$ cat src/design/lcds_ram.sv
// Generic single-write, single-read memory with registered read data.
`timescale 1ns / 1ps
module lcds_ram #(
  parameter int WIDTH = 32,
  parameter int DEPTH = 16
) (
  input  logic                                   clk_i,
  input  logic                                   we_i,
  input  logic [(DEPTH > 1 ? $clog2(DEPTH) : 1)-1:0] waddr_i,
  input  logic [WIDTH-1:0]                       wdata_i,
  input  logic [(DEPTH > 1 ? $clog2(DEPTH) : 1)-1:0] raddr_i,
  output logic [WIDTH-1:0]                       rdata_o
);

  logic [WIDTH-1:0] mem_q [DEPTH];
  logic [WIDTH-1:0] rdata_q;

  always_ff @(posedge clk_i) begin
    if (we_i) begin
      mem_q[waddr_i] <= wdata_i;
    end
    rdata_q <= mem_q[raddr_i];
  end

  assign rdata_o = rdata_q;

endmodule

$ cat config.mk
export PLATFORM = sky130hd
export DESIGN_NAME = lcds_ram
export DESIGN_NICKNAME = d
export VERILOG_FILES = /design/src/design/lcds_ram.sv
export SDC_FILE = /design/constraint.sdc
export NUM_CORES = 1
export LEC_CHECK = 0
export BUFFER_PORTS_ARGS = -buffer_cell sky130_fd_sc_hd__buf_2
export CAP_MARGIN = 25
export CORE_UTILIZATION = 29
export CTS_BUF_LIST = sky130_fd_sc_hd__clkbuf_16
export DETAILED_ROUTE_END_ITERATION = 16
export GPL_TIMING_DRIVEN = 0
export SLEW_MARGIN = 20
export SYNTH_ARGS = -nofsm -noshare
export SYNTH_HDL_FRONTEND = slang
export SYNTH_SLANG_ARGS = --single-unit
$ cat constraint.sdc
create_clock -name clk_i -period 8.05 [get_ports clk_i]
set_input_delay 0.4025 -clock clk_i [delete_from_list [all_inputs] [get_ports clk_i]]
set_output_delay 0.4025 -clock clk_i [all_outputs]
set_load 0.01 [all_outputs]
==> results by group <==
Run status
  – Status: complete, no violations

Timing
  – Setup WS post-layout: 6.05 ns
  – Max Slew Vio Count: 0
  – TNS Setup: 0 ns
  – FMAX: between 0.5 and 0.6 GHz
  – Worst-margin pin slew: approximately 0.91 ns
  – RSZ-0062 raised after global routing: false
  – Final Hold Viols: 0
  – Period Utilization, post-route: around 25%
  – Post-route minimum period: ~2.0 ns
  – Endpoints failing setup: 0
  – Max_slew headroom: 39.6%
  – Skew final: approximately 0.015 ns

Clocking
  – CTS root buf: clkbuf_16
  – Post-CTS Resized: 0
  – Htree depth: 2
  – Worst-path clk slew: roughly 0.060 ns
  – Postcts setup bufs: 0
  – Clock Sinks: around 540
  – CTS tree: done
  – CTS Hold Buffers Added: 0
  – Total CTS buffers: 54
  – Clk buf depth: 3
  – Clk_lat worst skew: roughly 0.6 ns

Floorplan
  – Die area: 0.0695 sq mm
  – Initial Util: between 20 and 30%
  – Site Rows: 95
  – Die Y: between 200 and 300 microns
  – # IOs: between 70 and 80
  – Die Wd: between 200 and 300 microns
  – CORE AREA: between 0.06 and 0.07 sq mm

Finish
  – Storage element area: 0.0160 sq mm
  – Nets@finish: 1,043
  – Commonest non-fill, non-tap cell in the layout: edfxtp_1
  – Area Growth Syn to Fin: 19.0%
  – Fillers: ~6,200
  – Most frequent cells in the layout: 512 x edfxtp_1, 128 x mux4_2, 75 x buf_2, 64 x a22oi_1, 55 x clkbuf_16
  – Ant diodes: 0
  – Layout cell share with drive strength beyond 1: about a third
  – Area of the multi-input gates: between 0.003 and 0.004 sq mm

Drt
  – Post-DRT Antenna Nets: 0
  – First drt pass iteration count: 7
  – DR vias: ~9,000
  – WL final: approximately 45 mm
  – DR vias/cell: ~4.8
  – Initial DRC count: a little over 900
  – Remaining DRCs: 0
  – DR WL/cell: roughly 23 microns

Placement
  – Routability Congestion: a little under 0.7
  – Place WS: ~5.4 ns
  – Buffers on Ports: a little over 70
  – DP HPWL: 29.1 mm

Setup path
  – Arrival @ worst endpoint: between 2 and 2.5 ns
  – Reg2reg start: mem_q[10][18]$_DFFE_PP_
  – Startpoint type of the worst setup path: input port
  – Largest fanout on the critical path: 8
  – Reg2Reg Depth: 3
  – Kind of critical path: input port to flop
  – Crit end category: flop
  – Worst r2r dst: rdata_o[18]$_DFF_P_
  – Crit path required time: between 8 and 9 ns
  – R2R Setup Slk: about 6.6 ns

Yosys
  – Xor and xnor area share after synthesis: 0%
  – Synth area leader: edfxtp_1
  – Area contributors post-synth: edfxtp_1 77%, mux4_2 15%, dfxtp_1 3.2%
  – Synthesized flop and latch total: 544
  – Compound-gate portion of the synthesized area: between 2 and 2.5%
  – Net count after synthesis: a little under 900
  – Synth Area in Adders: 0%
  – Area fraction in and, or, nand and nor cells after synthesis: approximately 1.3%
  – Yosys top cell area share: 77.4%
  – Syn avg cell area: roughly 24 sq um
  – Netlist cell types: 18
  – Synthesized area: between 0.015 and 0.02 sq mm
  – Register area share after synthesis: approximately four fifths
  – Synthesis Warnings: 0
  – Synthesized netlist cell count: ~840
  – Combinational family with the most area after synthesis: multiplexers
  – Mux cell area share after synthesis: roughly 15%

Hold path
  – Worst Hold Path EP: mem_q[5][10]$_DFFE_PP_
  – Hold path cells: 1
  – Worst Hold Launch: wdata_i[10]
  – Hold crit path type: input port to flop

Global routing
  – Vias in the first global route: between 9,000 and 10,000
  – Total gr overflow: 0
  – First-pass GRT wire length: ~67 mm
  – Tot GR Track Use: about an eighth
  – Initial antenna violation count: 4
  – Largest net degree at the start of global routing: 18

Flow run
  – Max_cap viols: 0

Power
  – Power per cell area: between 200 and 250 mW/mm^2
  – Static Leak: 0.00754 uW
  – Max VDD drop: ~0.14 mV
[worst max-delay path, cell delays in order]
cell and delay, ns:
buf_2 0.12, or3b_2 0.59, nor3_2 0.63, buf_4 0.31
buf_4 0.22
[sequential cells by signal (all words and copies together) (netlist names)]
name	count
mem_q	512
rdata_o	32
[area by class of cell]
class,instances,share of cell area (%)
plain buffers,43,0.943
clock buffers,55,5.82
clock inverters,46,1.26
multi-input cells,251,15.8
flip-flops and latches,544,67.8
well taps,873,4.62
repair buffers,107,3.80
[per-stage QoR]
step | power, uW | utilization (%) | cells | hold slack (ns) | instance area (sq um)
6_report | 5860 | 35.1 | 1919 | 0.180 | 23600
5_1_grt | 6050 | 35.1 | 1919 | 0.180 | 23600
4_1_cts | 5920 | 35.1 | 1919 | 0.150 | 23600
3_5_place_dp | 3550 | 32.6 | 1818 | 0.658 | 22000
3_3_place_gp | 3530 | 31.6 | 1782 | 0.659 | 21300
2_1_floorplan | 3400 | - | 838 | 0.501 | 19900
[routing by layer]
metal	global-route usage [%]	share of wire [%]	vias to the layer above
li1	-	-	3907
met1	18.3	44	4970
met2	20.8	47	303
met3	2.75	6.7	76
met4	3.98	2.3	4
met5	0	0.040	-
[report_power, final]
group	switching [uW]	internal, uW	leakage (uW)
sequential	16.4	3170	0.00489
clock	1040	1340	0.000858
combinational	180	122	0.00179
[worst max-delay path by stage]
stage | startpoint | end | slack [ns]
floorplan | waddr_i[2] | mem_q[0][0]$_DFFE_PP_ | 4.47
global placement | waddr_i[3] | mem_q[4][0]$_DFFE_PP_ | 1.77
detailed placement | waddr_i[2] | mem_q[0][4]$_DFFE_PP_ | 5.43
CTS | waddr_i[2] | mem_q[0][0]$_DFFE_PP_ | 6.05
global route | waddr_i[2] | mem_q[0][0]$_DFFE_PP_ | 6.01
finish | waddr_i[2] | mem_q[0][0]$_DFFE_PP_ | 6.05
[cell families after synthesis]
family                 Yosys count
DFF                            544
muxes                          128
AOI/OAI and AO/OA               64
and+or+nand+nor                 59
buffers and inverters           43
[cell usage after synthesis]
master and instances:
nand2_1 33, and2_1 1, nand2b_1 2, buf_2 4, mux4_2 128, nand3_1 1
nand3b_1 2, clkbuf_1 17, nor2b_1 2, nor2_1 13, a22oi_1 64, nor3_1 4
or3b_2 1, buf_4 11, edfxtp_1 512, dfxtp_1 32, buf_6 2, buf_1 9
No activity file was read; power rests on OpenSTA's default activity.
