## config.mk

```make
export PLATFORM = sky130hd
export DESIGN_NAME = lcds_div
export DESIGN_NICKNAME = d
export VERILOG_FILES = /design/src/design/lcds_pkg.sv /design/src/design/lcds_div.sv
export SDC_FILE = /design/constraint.sdc
export NUM_CORES = 1
export LEC_CHECK = 0
export BUFFER_PORTS_ARGS = -buffer_cell sky130_fd_sc_hd__buf_2
export CAP_MARGIN = 20
export CORE_ASPECT_RATIO = 1.5
export CORE_MARGIN = 8
export CORE_UTILIZATION = 40
export DETAILED_ROUTE_END_ITERATION = 8
export GPL_TIMING_DRIVEN = 0
export MAX_ROUTING_LAYER = met4
export PLACE_DENSITY = 0.59
export SYNTH_ARGS = -nofsm -noshare
export SYNTH_HDL_FRONTEND = slang
export SYNTH_SLANG_ARGS = --single-unit
```

## constraint.sdc

```tcl
create_clock -name clk_i -period 3.35 [get_ports clk_i]
set_clock_uncertainty 0.05 [all_clocks]
set_input_delay 0.5025 -clock clk_i [delete_from_list [all_inputs] [get_ports clk_i]]
set_output_delay 0.5025 -clock clk_i [all_outputs]
set_load 0.005 [all_outputs]
```

## src/design/lcds_pkg.sv

```systemverilog
// Shared types and constants of the lasso coordinate descent solver.
`timescale 1ns / 1ps
package lcds_pkg;

  localparam int AccW     = 64;
  localparam int FracBits = 16;
  localparam int DivW     = AccW + FracBits;

  localparam logic [31:0] LambdaReset    = 32'd0;
  localparam logic [31:0] ToleranceReset = 32'd66;
  localparam logic [15:0] SweepLimReset  = 16'd100;
  localparam logic [15:0] SampleDivReset = 16'd1;
  localparam logic [8:0]  RowsReset      = 9'd256;
  localparam logic [4:0]  ColsReset      = 5'd16;

  typedef enum logic [1:0] {
    OP_DESIGN   = 2'd0,
    OP_RESPONSE = 2'd1,
    OP_SETUP    = 2'd2,
    OP_START    = 2'd3
  } lcds_op_e;

  typedef enum logic [2:0] {
    CFG_LAMBDA     = 3'd0,
    CFG_TOLERANCE  = 3'd1,
    CFG_SWEEP_LIM  = 3'd2,
    CFG_SAMPLE_DIV = 3'd3,
    CFG_ROWS       = 3'd4,
    CFG_COLS       = 3'd5
  } lcds_cfg_e;

  typedef enum logic [4:0] {
    ST_IDLE, ST_G_RDA, ST_G_RDB, ST_G_LDB, ST_MLO, ST_MHI, ST_MFIX, ST_G_ACC,
    ST_G_WR, ST_G_CP, ST_G_CPW, ST_C_B, ST_C_LD, ST_C_ACC, ST_C_X, ST_C_XL,
    ST_C_LAM, ST_C_SDIV, ST_C_SW, ST_C_DDIV, ST_C_DW, ST_C_DEC, ST_C_QS,
    ST_C_QW, ST_E_RD, ST_E_CMP, ST_E_END, ST_O_RD, ST_O_LD, ST_O_W
  } lcds_state_e;

  typedef struct packed {
    logic            start;
    logic            frac;
    logic [AccW-1:0] num;
    logic [AccW-1:0] den;
  } lcds_div_req_t;

  typedef struct packed {
    logic            busy;
    logic            done;
    logic [DivW-1:0] quo;
  } lcds_div_rsp_t;

endpackage

```

## src/design/lcds_div.sv

```systemverilog
// Bit-serial restoring divider for unsigned 64-bit operands, optional 16 fraction bits.
`timescale 1ns / 1ps
module lcds_div (
  input  logic                   clk_i,
  input  logic                   rst_ni,
  input  lcds_pkg::lcds_div_req_t req_i,
  output lcds_pkg::lcds_div_rsp_t rsp_o
);
  import lcds_pkg::*;

  localparam int CntW = $clog2(DivW);

  logic            busy_q, done_q;
  logic [CntW-1:0] cnt_q;
  logic [DivW-1:0] dvd_q;
  logic [AccW-1:0] rem_q;
  logic [AccW:0]   rem_sh;
  logic            ge;

  assign rem_sh = {rem_q, dvd_q[DivW-1]};
  assign ge     = rem_sh >= {1'b0, req_i.den};

  always_ff @(posedge clk_i or negedge rst_ni) begin
    if (!rst_ni) begin
      busy_q <= 1'b0;
      done_q <= 1'b0;
      cnt_q  <= '0;
    end else if (req_i.start) begin
      busy_q <= 1'b1;
      done_q <= 1'b0;
      cnt_q  <= '0;
    end else if (busy_q) begin
      cnt_q <= cnt_q + 1'b1;
      if (cnt_q == CntW'(DivW - 1)) begin
        busy_q <= 1'b0;
        done_q <= 1'b1;
      end
    end else begin
      done_q <= 1'b0;
    end
  end

  // The divisor is held steady by the caller for the whole division.
  always_ff @(posedge clk_i) begin
    if (req_i.start) begin
      dvd_q <= req_i.frac ? {req_i.num, {FracBits{1'b0}}} : {{FracBits{1'b0}}, req_i.num};
      rem_q <= '0;
    end else if (busy_q) begin
      rem_q <= ge ? AccW'(rem_sh - {1'b0, req_i.den}) : rem_sh[AccW-1:0];
      dvd_q <= {dvd_q[DivW-2:0], ge};
    end
  end

  assign rsp_o.busy = busy_q;
  assign rsp_o.done = done_q;
  assign rsp_o.quo  = dvd_q;

endmodule

```

==> run summary, run 1 <==
* finished, final reports clean — status
* sky130_fd_sc_hd__clkbuf_16 — CTS root buf
* 11000 — total vias in the final route
* 51 — pin count of the biggest net entering global routing
* sky130_fd_sc_hd__a21oi_4 — cell with the most instances on the worst path
* 3.32 ns — clock period minus final worst setup slack
* 670 nW/um^2 — PwrDens
* 9.00 mW — total power consumption of the routed design
* 3.61 ns — data arrival time at the worst-slack endpoint
* 99.1% — Final period util
* 0 — Pins Over Slew Limit
* 35.7% — sequential fraction of the synthesis area
* 0 — count of unresolved DRC violations after routing
* 63400 um — wire length of the first global-routing pass
* 21.5% — share of layout cells above drive strength 1
* 21.5 um — wire per inst
* 1918 — count of placed standard cells in the final layout, fillers left out
* 32600 um — Post-DP HPWL
* 5.88% — async set or reset register ratio after synthesis
* true — setup repair after global routing missed its margin
* 1870 — DP Cell Count
* 43.4% — normalized max-slew margin
* 0 — Congestion Overflow GR
* 5 — Worst Path Max Fanout
* 42.6% — switching share of power
* 0.849 ns — Least-Margin Pin Slew
* 1513 — Mapped Nets
* 614 — violation count after the first detailed-routing iteration
* 0.969 — final weighted congestion in routability-driven placement
* 2722 — fillcell total
* 0.429 mV — maximum vdd ir drop
* sky130_fd_sc_hd__edfxtp_1 — most used flip-flop cell after synthesis
* 0 — final-report hold violation count
* sky130_fd_sc_hd__edfxtp_1 — cell type with the highest aggregate area in the netlist
* 0.45 ns — Worst-Skew Late Latency
* 8.32 sq um — average footprint of a synthesized cell
* 70 — distinct cell type count after synthesis
* 49.6% — fin util
* 4 — deepest level of the CTS H-tree
* 41300 um — total detailed-routing wirelength
* 33000 sq um — Die Outline Area
* 5.72 — detailed-route vias per instance
* 80 — EDFF count, synth
* 30.2% — Reg power frac
* 8 — drt pass-1 iters
* 11600 — number of global-route vias before repair
* 21.8% — Clock power frac
* sky130_fd_sc_hd__a2111oi_4 — Max stage delay cell, worst path
* 3.84 mW — net load switching power
* 6.05 nW — reported leakage power
* 17 — clock buffers created by TritonCTS
* sky130_fd_sc_hd__nand2_1 — most frequent cell after synthesis
* reg2reg — kind of critical path
* 0.07 ns — clock-pin slew of the registers on the worst-case setup and hold paths
* 3.64 ns — Worst EP required
* 8 — number of antenna violations at the first check in global routing
* 48.0% — combinational group share of total power
* 153 — sink count of the clock tree
* 301 MHz — Max Clock Freq
* 212 — Port-buffer cells
* 219 um — vertical extent of the die
* 151 um — die width
* 0 — count of antenna-violating nets left after detailed routing
* 21.9% — share of Yosys cell area claimed by the top area cell type
* 0.51 ns — slowest cell delay on critical path
* 10900 sq um — Post-Syn Area
* register — CP Capture Type
* 22.8% — area growth from synthesis to layout
* sky130_fd_sc_hd__nand2_1, sky130_fd_sc_hd__a21oi_1, sky130_fd_sc_hd__nor2_1 — commonest cells in the synthesized netlist
* 40.4% — initial cell density of the core
* 27100 sq um — area of the core
* 5.17 mW — Pint
* in2reg — class of the most critical hold timing path
* 74 — number of standard-cell rows in the floorplan
* 0 — Max Cap Violations
* 25.9% — All-Layer GR Usage
* built — CTS tree
* 1315 — number of standard cells after synthesis
* 2 — maximum root-to-sink buffer count
* 214 — top-level port count
* 153 — FF+latch count, synth
* register — element type at the critical path start
* inv_2 > ha_4 > fa_2 > nand2b_4 > a21oi_4 > o211ai_1 > a2111oi_4 > o31ai_4 > a21oi_2 > buf_6 > a21oi_4 > o311a_1 > xnor2_1 > o21ai_1 — CP Cell Sequence
* 0 — Yosys warning count
* 1753 — final layout net count
* sky130_fd_sc_hd__edfxtp_1, sky130_fd_sc_hd__dfxtp_1, sky130_fd_sc_hd__ha_1, sky130_fd_sc_hd__a21oi_1, sky130_fd_sc_hd__mux2i_1 — synth top area cells
* 0 — Finish-stage setup viols
[cell usage in the layout (no fill, tap or decap), types with 8 or more instances in the layout]
cell	count
sky130_fd_sc_hd__a21o_1	27
sky130_fd_sc_hd__a21oi_1	143
sky130_fd_sc_hd__a22o_1	34
sky130_fd_sc_hd__a311oi_1	31
sky130_fd_sc_hd__and3_1	12
sky130_fd_sc_hd__buf_2	223
sky130_fd_sc_hd__buf_4	21
sky130_fd_sc_hd__clkbuf_1	41
sky130_fd_sc_hd__clkbuf_16	17
sky130_fd_sc_hd__dfrtp_1	9
sky130_fd_sc_hd__dfxtp_1	63
sky130_fd_sc_hd__diode_2	8
sky130_fd_sc_hd__edfxtp_1	80
sky130_fd_sc_hd__ha_1	56
sky130_fd_sc_hd__inv_1	80
sky130_fd_sc_hd__mux2i_1	59
sky130_fd_sc_hd__nand2_1	154
sky130_fd_sc_hd__nand2b_1	8
sky130_fd_sc_hd__nand3_1	14
sky130_fd_sc_hd__nand4_1	25
sky130_fd_sc_hd__nor2_1	140
sky130_fd_sc_hd__nor2b_1	8
sky130_fd_sc_hd__nor3_1	11
sky130_fd_sc_hd__o21ai_0	60
sky130_fd_sc_hd__o21ai_1	11
sky130_fd_sc_hd__o21bai_1	17
sky130_fd_sc_hd__xnor2_1	32
sky130_fd_sc_hd__xor2_1	25
[final cells by class]
type                       count  area, sq um  share of cell area [%]
antenna                        8         20.0                   0.149
buffer                        70          322                    2.39
clock buffer                  20          457                    3.40
clock inverter                12          115                   0.856
inverter                      84          318                    2.36
multi-input combinational   1000         6660                    49.5
sequential                   153         3910                    29.1
tap                          342          428                    3.18
timing repair buffer         229         1210                    9.04
[what timing repair did]
action                                  CTS  global route
hold buffers                              1             0
hold endpoints to repair                  9             0
endpoints found under the setup margin   65            65
pin swaps                                 7            18
setup buffers                             7             9
resized for setup                        25            44
[sequential cells by signal, indices dropped and copies added, names as in the netlist]
signal,flops
cnt_q,7
busy_q,1
dvd_q,80
done_q,1
rem_q,64
[path summary, 6_finish.rpt]
kind | from | endpoint | slack, ns | cells after the start
max in group asynchronous | rst_ni | cnt_q[1] | 2.69 | 2
setup / recovery | dvd_q[79] | rem_q[56] | 0.03 | 14
hold / removal | req_i[67] | dvd_q[3] | 0.31 | 2
setup reg to reg | dvd_q[79] | rem_q[56] | 0.03 | 14
hold reg to reg | rem_q[23] | rem_q[23] | 0.44 | 2
min in group asynchronous | rst_ni | cnt_q[0] | 0.37 | 2
[routing by layer]
metal / vias up / global-route usage, % / part of all wire, %
met3: 99 / 6.23 / 6.5
met1: 5208 / 26.3 / 37
li1: 5255 / - / -
met2: 415 / 44.7 / 51
met5: - / - / 0
met4: 0 / 14.6 / 5.3
[worst max-delay path, delay by kind of cell (launching register included)]
kind	cells	cell delay (ns)
xor gates and xnor gates	1	0.14
DFF	1	0.44
buffers and inverters	2	0.20
and+or+nand+nor	1	0.16
AOI/OAI and AO/OA	8	1.65
adders and majority gates	2	0.56
[logic make-up after synthesis]
logic type                 after synthesis  share of synthesized area, %
adders and majority gates               66                          7.61
and+or+nand+nor                        412                          16.8
buffers and inverters                  162                          5.99
muxes                                   59                          5.39
DFF                                    153                          35.7
xor gates and xnor gates                58                          4.64
AOI/OAI and AO/OA                      405                          23.9
[power by group through the flow]
stage                     Combinational (mW)  Clock, mW  Sequential, mW
after global routing                    4.78       2.05            2.77
after floorplan                         2.92          0            2.65
after detailed placement                4.04          0            2.74
final                                   4.32       1.96            2.72
after CTS                               4.15       1.99            2.71
after global placement                  4.03          0            2.74
[per-stage QoR]
step           setup slack (ns)  cell area (sq um)  setup TNS, ns  hold slack, ns
6_report                 0.0292              13400              0           0.306
5_1_grt                 -0.0617              13400         -0.134           0.301
4_1_cts                  0.0265              13200              0           0.283
3_5_place_dp             -0.786              12500         -30.18           0.315
3_3_place_gp             -0.885              12400         -99.71           0.313
2_1_floorplan             0.143              10900              0           0.157
Note: power is estimated with default switching activity, not from simulation.
==> run 2: changes to the inputs <==
--- a/config.mk
+++ b/config.mk
@@ -8,8 +8,8 @@
 export BUFFER_PORTS_ARGS = -buffer_cell sky130_fd_sc_hd__buf_2
 export CAP_MARGIN = 20
 export CORE_ASPECT_RATIO = 1.5
-export CORE_MARGIN = 8
 export CORE_UTILIZATION = 40
+export CTS_BUF_LIST = sky130_fd_sc_hd__clkbuf_8
 export DETAILED_ROUTE_END_ITERATION = 8
 export GPL_TIMING_DRIVEN = 0
 export MAX_ROUTING_LAYER = met4
==> run 2 against run 1 <==
Die area is 15% lower. Core utilization is 0.27 points higher. Critical path type unchanged. Cell area is 1.1% lower. Hold slack worse by 0.042 ns. Critical endpoint unchanged.
==> run summary, run 2 (synthesis results as in run 1) <==
* finished, final reports clean — status
* 0 — Finish-stage setup viols
* 11400 — number of global-route vias before repair
* 1751 — final layout net count
* 0.0472 ns — least setup slack across all paths after layout
* 0 — count of unresolved DRC violations after routing
* 44.2% — normalized max-slew margin
* sky130_fd_sc_hd__a21oi_4 — cell with the most instances on the worst path
* inv_2 > ha_4 > fa_2 > nand2b_4 > a21oi_4 > o211ai_1 > a2111oi_4 > o31ai_4 > a21oi_4 > a21oi_4 > o311a_1 > xnor2_1 > o21ai_1 — CP Cell Sequence
* 5 — Worst Path Max Fanout
* 5 — drt pass-1 iters
* 2 — maximum root-to-sink buffer count
* 205 um — vertical extent of the die
* 21.3% — share of layout cells above drive strength 1
* 26700 sq um — area of the core
* 0 — Pins Over Slew Limit
* dvd_q: 80 flops, rem_q: 64 flops, cnt_q: 7 flops — registers with the most flip-flops
* 60900 um — wire length of the first global-routing pass
* dvd_q — register containing the most flip-flops in the final layout
* 98.6% — Final period util
* register — element type at the critical path start
* 21.4% — area growth from synthesis to layout
* 1 — Buf+Inv Stages, Crit Path
* 0 — final-report hold violation count
* 54 — pin count of the biggest net entering global routing
* 8.62 mW — total power consumption of the routed design
* 519 — violation count after the first detailed-routing iteration
* 212 — Port-buffer cells
* 153 — sink count of the clock tree
* 80 — max FFs per register
* 303 MHz — Max Clock Freq
* 137 um — die width
* 4 — deepest level of the CTS H-tree
* in2reg — class of the most critical hold timing path
* register — CP Capture Type
* 3.67 ns — Worst EP required
* compound AO/OA/AOI/OAI gates — kind of cell adding the most delay to the critical path
* 3.30 ns — clock period minus final worst setup slack
* 39700 um — total detailed-routing wirelength
* 41.0% — initial cell density of the core
* 20.8 um — wire per inst
* 0 — Congestion Overflow GR
* sky130_fd_sc_hd__buf_2 — most frequent standard cell in the layout excluding fill and tap cells
* 31000 um — Post-DP HPWL
* true — setup repair after global routing missed its margin
* sky130_fd_sc_hd__buf_2, sky130_fd_sc_hd__nand2_1, sky130_fd_sc_hd__a21oi_1 — top library cells by usage in the layout, fill and taps aside
* 0 — Max Cap Violations
* sky130_fd_sc_hd__clkbuf_8 — CTS root buf
* 648 nW/um^2 — PwrDens
* reg2reg — kind of critical path
* 17 — clock buffers created by TritonCTS
* 6.00 nW — reported leakage power
* 3 — number of antenna violations at the first check in global routing
* 5.74 — detailed-route vias per instance
* 10900 — total vias in the final route
* 0.292 mV — maximum vdd ir drop
* 0.48 ns — Worst-Skew Late Latency
* 0.953 — final weighted congestion in routability-driven placement
* sky130_fd_sc_hd__a2111oi_4 — Max stage delay cell, worst path
* 0.50 ns — slowest cell delay on critical path
* 28000 sq um — Die Outline Area
* 0.10 ns — clock-pin slew of the registers on the worst-case setup and hold paths
* -0.682 ns — Place WS
* 0.836 ns — Least-Margin Pin Slew
* 1907 — count of placed standard cells in the final layout, fillers left out
* 0 — count of antenna-violating nets left after detailed routing
* 1865 — DP Cell Count
* 29.9% — All-Layer GR Usage
* 3.62 ns — data arrival time at the worst-slack endpoint
* 214 — top-level port count
* 2671 — fillcell total
* built — CTS tree
* 73 — number of standard-cell rows in the floorplan
## run 2: path summary, 6_finish.rpt
kind | to | cells after the start | from | slack [ns]
min reg2reg | rem_q[22] | 2 | rem_q[22] | 0.44
min in group asynchronous | cnt_q[2] | 2 | rst_ni | 0.35
max reg2reg | rem_q[56] | 13 | dvd_q[79] | 0.05
max in group asynchronous | cnt_q[1] | 2 | rst_ni | 2.71
max | rem_q[56] | 13 | dvd_q[79] | 0.05
min | dvd_q[8] | 2 | req_i[72] | 0.26
## run 2: per-layer routing
metal	global-route usage [%]	share of wire, %	vias up
met5	-	0	-
met4	15.8	5.1	0
met3	4.60	5.4	106
met2	52.7	52	428
met1	31.7	38	5154
li1	-	-	5249
## run 2: through the flow
step / hold slack [ns] / TNS, ns / util [%] / instance area [sq um]
finish: 0.264 / 0 / 49.8 / 13300
detailed placement: 0.318 / -27.95 / 46.7 / 12500
CTS: 0.239 / -0.0684 / 48.8 / 13000
global placement: 0.318 / -91.20 / 46.6 / 12400
global route: 0.251 / -0.226 / 49.8 / 13300
floorplan: 0.157 / 0 / - / 10900
## run 2: layout make-up
type	instances	area (sq um)	area share, %
multi-input cells	1000	6710	50.5
flip-flops and latches	153	3910	29.4
repair buffers	226	1190	8.94
well taps	337	422	3.17
plain buffers	71	337	2.53
inverters	84	318	2.39
clock buffers	17	234	1.76
clock inverters	15	161	1.21
diodes	4	10.0	0.0753
## run 2: where the power goes
part	switching (mW)	leakage (nW)	internal [mW]	total [mW]
Sequential	0.336	1.50	2.38	2.71
Combinational	2.66	4.30	1.72	4.38
Clock	0.846	0.205	0.680	1.53
Total	3.84	6.00	4.78	8.62
## run 2: timing repair
item                       CTS  global route
setup buffers                5             7
pin swaps                    6            19
setup endpoints to repair   64            65
hold buffers                 1             0
hold endpoints to repair     9             0
gates resized for setup     25            53
==> run 3: changes to the inputs <==
--- a/config.mk
+++ b/config.mk
@@ -14,6 +14,7 @@
 export GPL_TIMING_DRIVEN = 0
 export MAX_ROUTING_LAYER = met4
 export PLACE_DENSITY = 0.59
+export RECOVER_POWER = 25
 export SYNTH_ARGS = -nofsm -noshare
 export SYNTH_HDL_FRONTEND = slang
 export SYNTH_SLANG_ARGS = --single-unit
==> run 3 against run 2 <==
Die area did not move. Sequential share of layout area rose by 0.094 points. Critical path depth did not move. Hold slack got worse by 0.0074 ns. Cell count did not move. Via count rose by 0.41%.
==> run summary, run 3 (synthesis results as in run 1) <==
* finished, final reports clean — status
* 5 — Worst Path Max Fanout
* 11400 — number of global-route vias before repair
* 0.49 ns — Worst-Skew Late Latency
* 0.953 — final weighted congestion in routability-driven placement
* 50.7% — combinational group share of total power
* 1865 — DP Cell Count
* sky130_fd_sc_hd__clkbuf_8 — CTS root buf
* 0 — count of antenna-violating nets left after detailed routing
* 54 — pin count of the biggest net entering global routing
* -0.682 ns — Place WS
* 0.04 ns — slack of the worst reg-to-reg path
* 0 — count of unresolved DRC violations after routing
* 20.8 um — wire per inst
* 0 — final-report hold violation count
* 1907 — count of placed standard cells in the final layout, fillers left out
* 0.10 ns — clock-pin slew of the registers on the worst-case setup and hold paths
* 153 — sink count of the clock tree
* 13200 sq um — post-route cell area
* 0 — Pins Over Slew Limit
* 17 — clock buffers created by TritonCTS
* register — CP Capture Type
* 0.835 ns — Least-Margin Pin Slew
* sky130_fd_sc_hd__a2111oi_4 — Max stage delay cell, worst path
* 44.7% — switching share of power
* 52.7% — global routing met2 resource utilization
* 11000 — total vias in the final route
* 98.7% — Final period util
* 0 — Congestion Overflow GR
* 73 — number of standard-cell rows in the floorplan
* 508 — violation count after the first detailed-routing iteration
* 3.85 mW — net load switching power
* in2reg — class of the most critical hold timing path
* 0.256 ns — Final Hold Slack
* 3.67 ns — Worst EP required
* 0.0439 ns — least setup slack across all paths after layout
* reg2reg — kind of critical path
* 4 — deepest level of the CTS H-tree
* 21.0% — area growth from synthesis to layout
* built — CTS tree
* 212 — Port-buffer cells
* inv_2 > ha_4 > fa_2 > nand2b_4 > a21oi_4 > o211ai_1 > a2111oi_4 > o31ai_4 > a21oi_4 > a21oi_4 > o311a_1 > xnor2_1 > o21ai_1 — CP Cell Sequence
* sky130_fd_sc_hd__a21oi_4 — cell with the most instances on the worst path
* 2 — Worst Hold Depth
* 0.296 mV — maximum vdd ir drop
* 13 — Register-to-Register Path Depth
* 31000 um — Post-DP HPWL
* 31.5% — Reg power frac
* 39800 um — total detailed-routing wirelength
* 5.76 — detailed-route vias per instance
* 31.7% — GR met1 Demand/Resource
* dvd_q — register containing the most flip-flops in the final layout
* 302 MHz — Max Clock Freq
* 2686 — fillcell total
* dvd_q: 80 flops, rem_q: 64 flops, cnt_q: 7 flops — registers with the most flip-flops
* 3 — number of antenna violations at the first check in global routing
* 5 — drt pass-1 iters
* 4.77 mW — Pint
* 80 — max FFs per register
* 214 — top-level port count
* 2 — maximum root-to-sink buffer count
* sky130_fd_sc_hd__buf_2 — most frequent standard cell in the layout excluding fill and tap cells
* 0 — Finish-stage setup viols
* 3.63 ns — data arrival time at the worst-slack endpoint
* 26700 sq um — area of the core
* 0 — Max Cap Violations
* met2 — most used routing layer in global routing
* 205 um — vertical extent of the die
* true — setup repair after global routing missed its margin
* 44.3% — normalized max-slew margin
* 29.9% — All-Layer GR Usage
* sky130_fd_sc_hd__buf_2, sky130_fd_sc_hd__nand2_1, sky130_fd_sc_hd__a21oi_1 — top library cells by usage in the layout, fill and taps aside
* 12500 sq um — Post-DP Area
* 19.2% — share of layout cells above drive strength 1
* 41.0% — initial cell density of the core
* register — element type at the critical path start
* 17.8% — Clock power frac
* 5.90 nW — reported leakage power
* 60900 um — wire length of the first global-routing pass
* 0.51 ns — slowest cell delay on critical path
* 4.60% — met3 Usage GRT
* 651 nW/um^2 — PwrDens
* 137 um — die width
* 28000 sq um — Die Outline Area
* 3.31 ns — clock period minus final worst setup slack
* 1751 — final layout net count
-- run 3: cell count changes in the layout (fill, tap and decap cells not counted), sizes merged --
| cell | previous run | this run |
|---|---|---|
| buf | 251 | 217 |
| clkbuf | 62 | 96 |
-- run 3: metrics by stage --
step / util (%) / total power, mW / setup TNS (ns)
2_1_floorplan: - / 5.57 / 0
3_3_place_gp: 46.6 / 6.77 / -91.20
3_5_place_dp: 46.7 / 6.79 / -27.95
4_1_cts: 48.8 / 8.44 / -0.0684
5_1_grt: 49.7 / 9.19 / -0.226
6_report: 49.7 / 8.62 / 0
-- run 3: what timing repair did --
action	in CTS	in global routing
endpoints found under the hold margin	9	0
setup buffers	5	7
hold buffers	1	0
setup endpoints to repair	64	65
gates cloned	0	0
pin swaps	6	19
gates resized for setup	25	53
-- run 3: path summary, 6_finish.rpt --
path | from | to
max reg2reg | dvd_q[79] | rem_q[56]
min in group asynchronous | rst_ni | cnt_q[2]
min | req_i[72] | dvd_q[8]
min reg2reg | rem_q[22] | rem_q[22]
max | dvd_q[79] | rem_q[56]
max in group asynchronous | rst_ni | cnt_q[1]
-- run 3: cell type report --
type / count / area [sq um] / share of cell area, %
antenna: 4 / 10.0 / 0.0756
buffer: 71 / 337 / 2.54
clock buffer: 17 / 234 / 1.77
clock inverter: 15 / 161 / 1.22
inverter: 84 / 318 / 2.40
multi-input combinational: 1000 / 6710 / 50.7
sequential: 153 / 3910 / 29.5
tap: 337 / 422 / 3.18
timing repair buffer: 226 / 1150 / 8.65
-- run 3: power by group through the flow --
stage                     sequential (mW)  combinational (mW)  clock, mW
after CTS                            2.71                4.17       1.56
after detailed placement             2.74                4.06          0
after global placement               2.74                4.03          0
after floorplan                      2.65                2.92          0
after global routing                 2.77                4.80       1.62
final                                2.72                4.37       1.53
-- run 3: critical path, delay by kind of cell (launching register included) --
family          cells  cell delay (ns)
compound gates      8             1.74
xor+xnor            1             0.16
fa+ha+maj           2             0.57
buf+inv             1             0.07
flops               1             0.44
simple gates        1             0.17
-- run 3: routing by layer --
layer	vias to the layer above	share of wire (%)
li1	5253	-
met1	5203	38
met2	412	52
met3	114	5.3
met4	0	5.2
met5	-	0
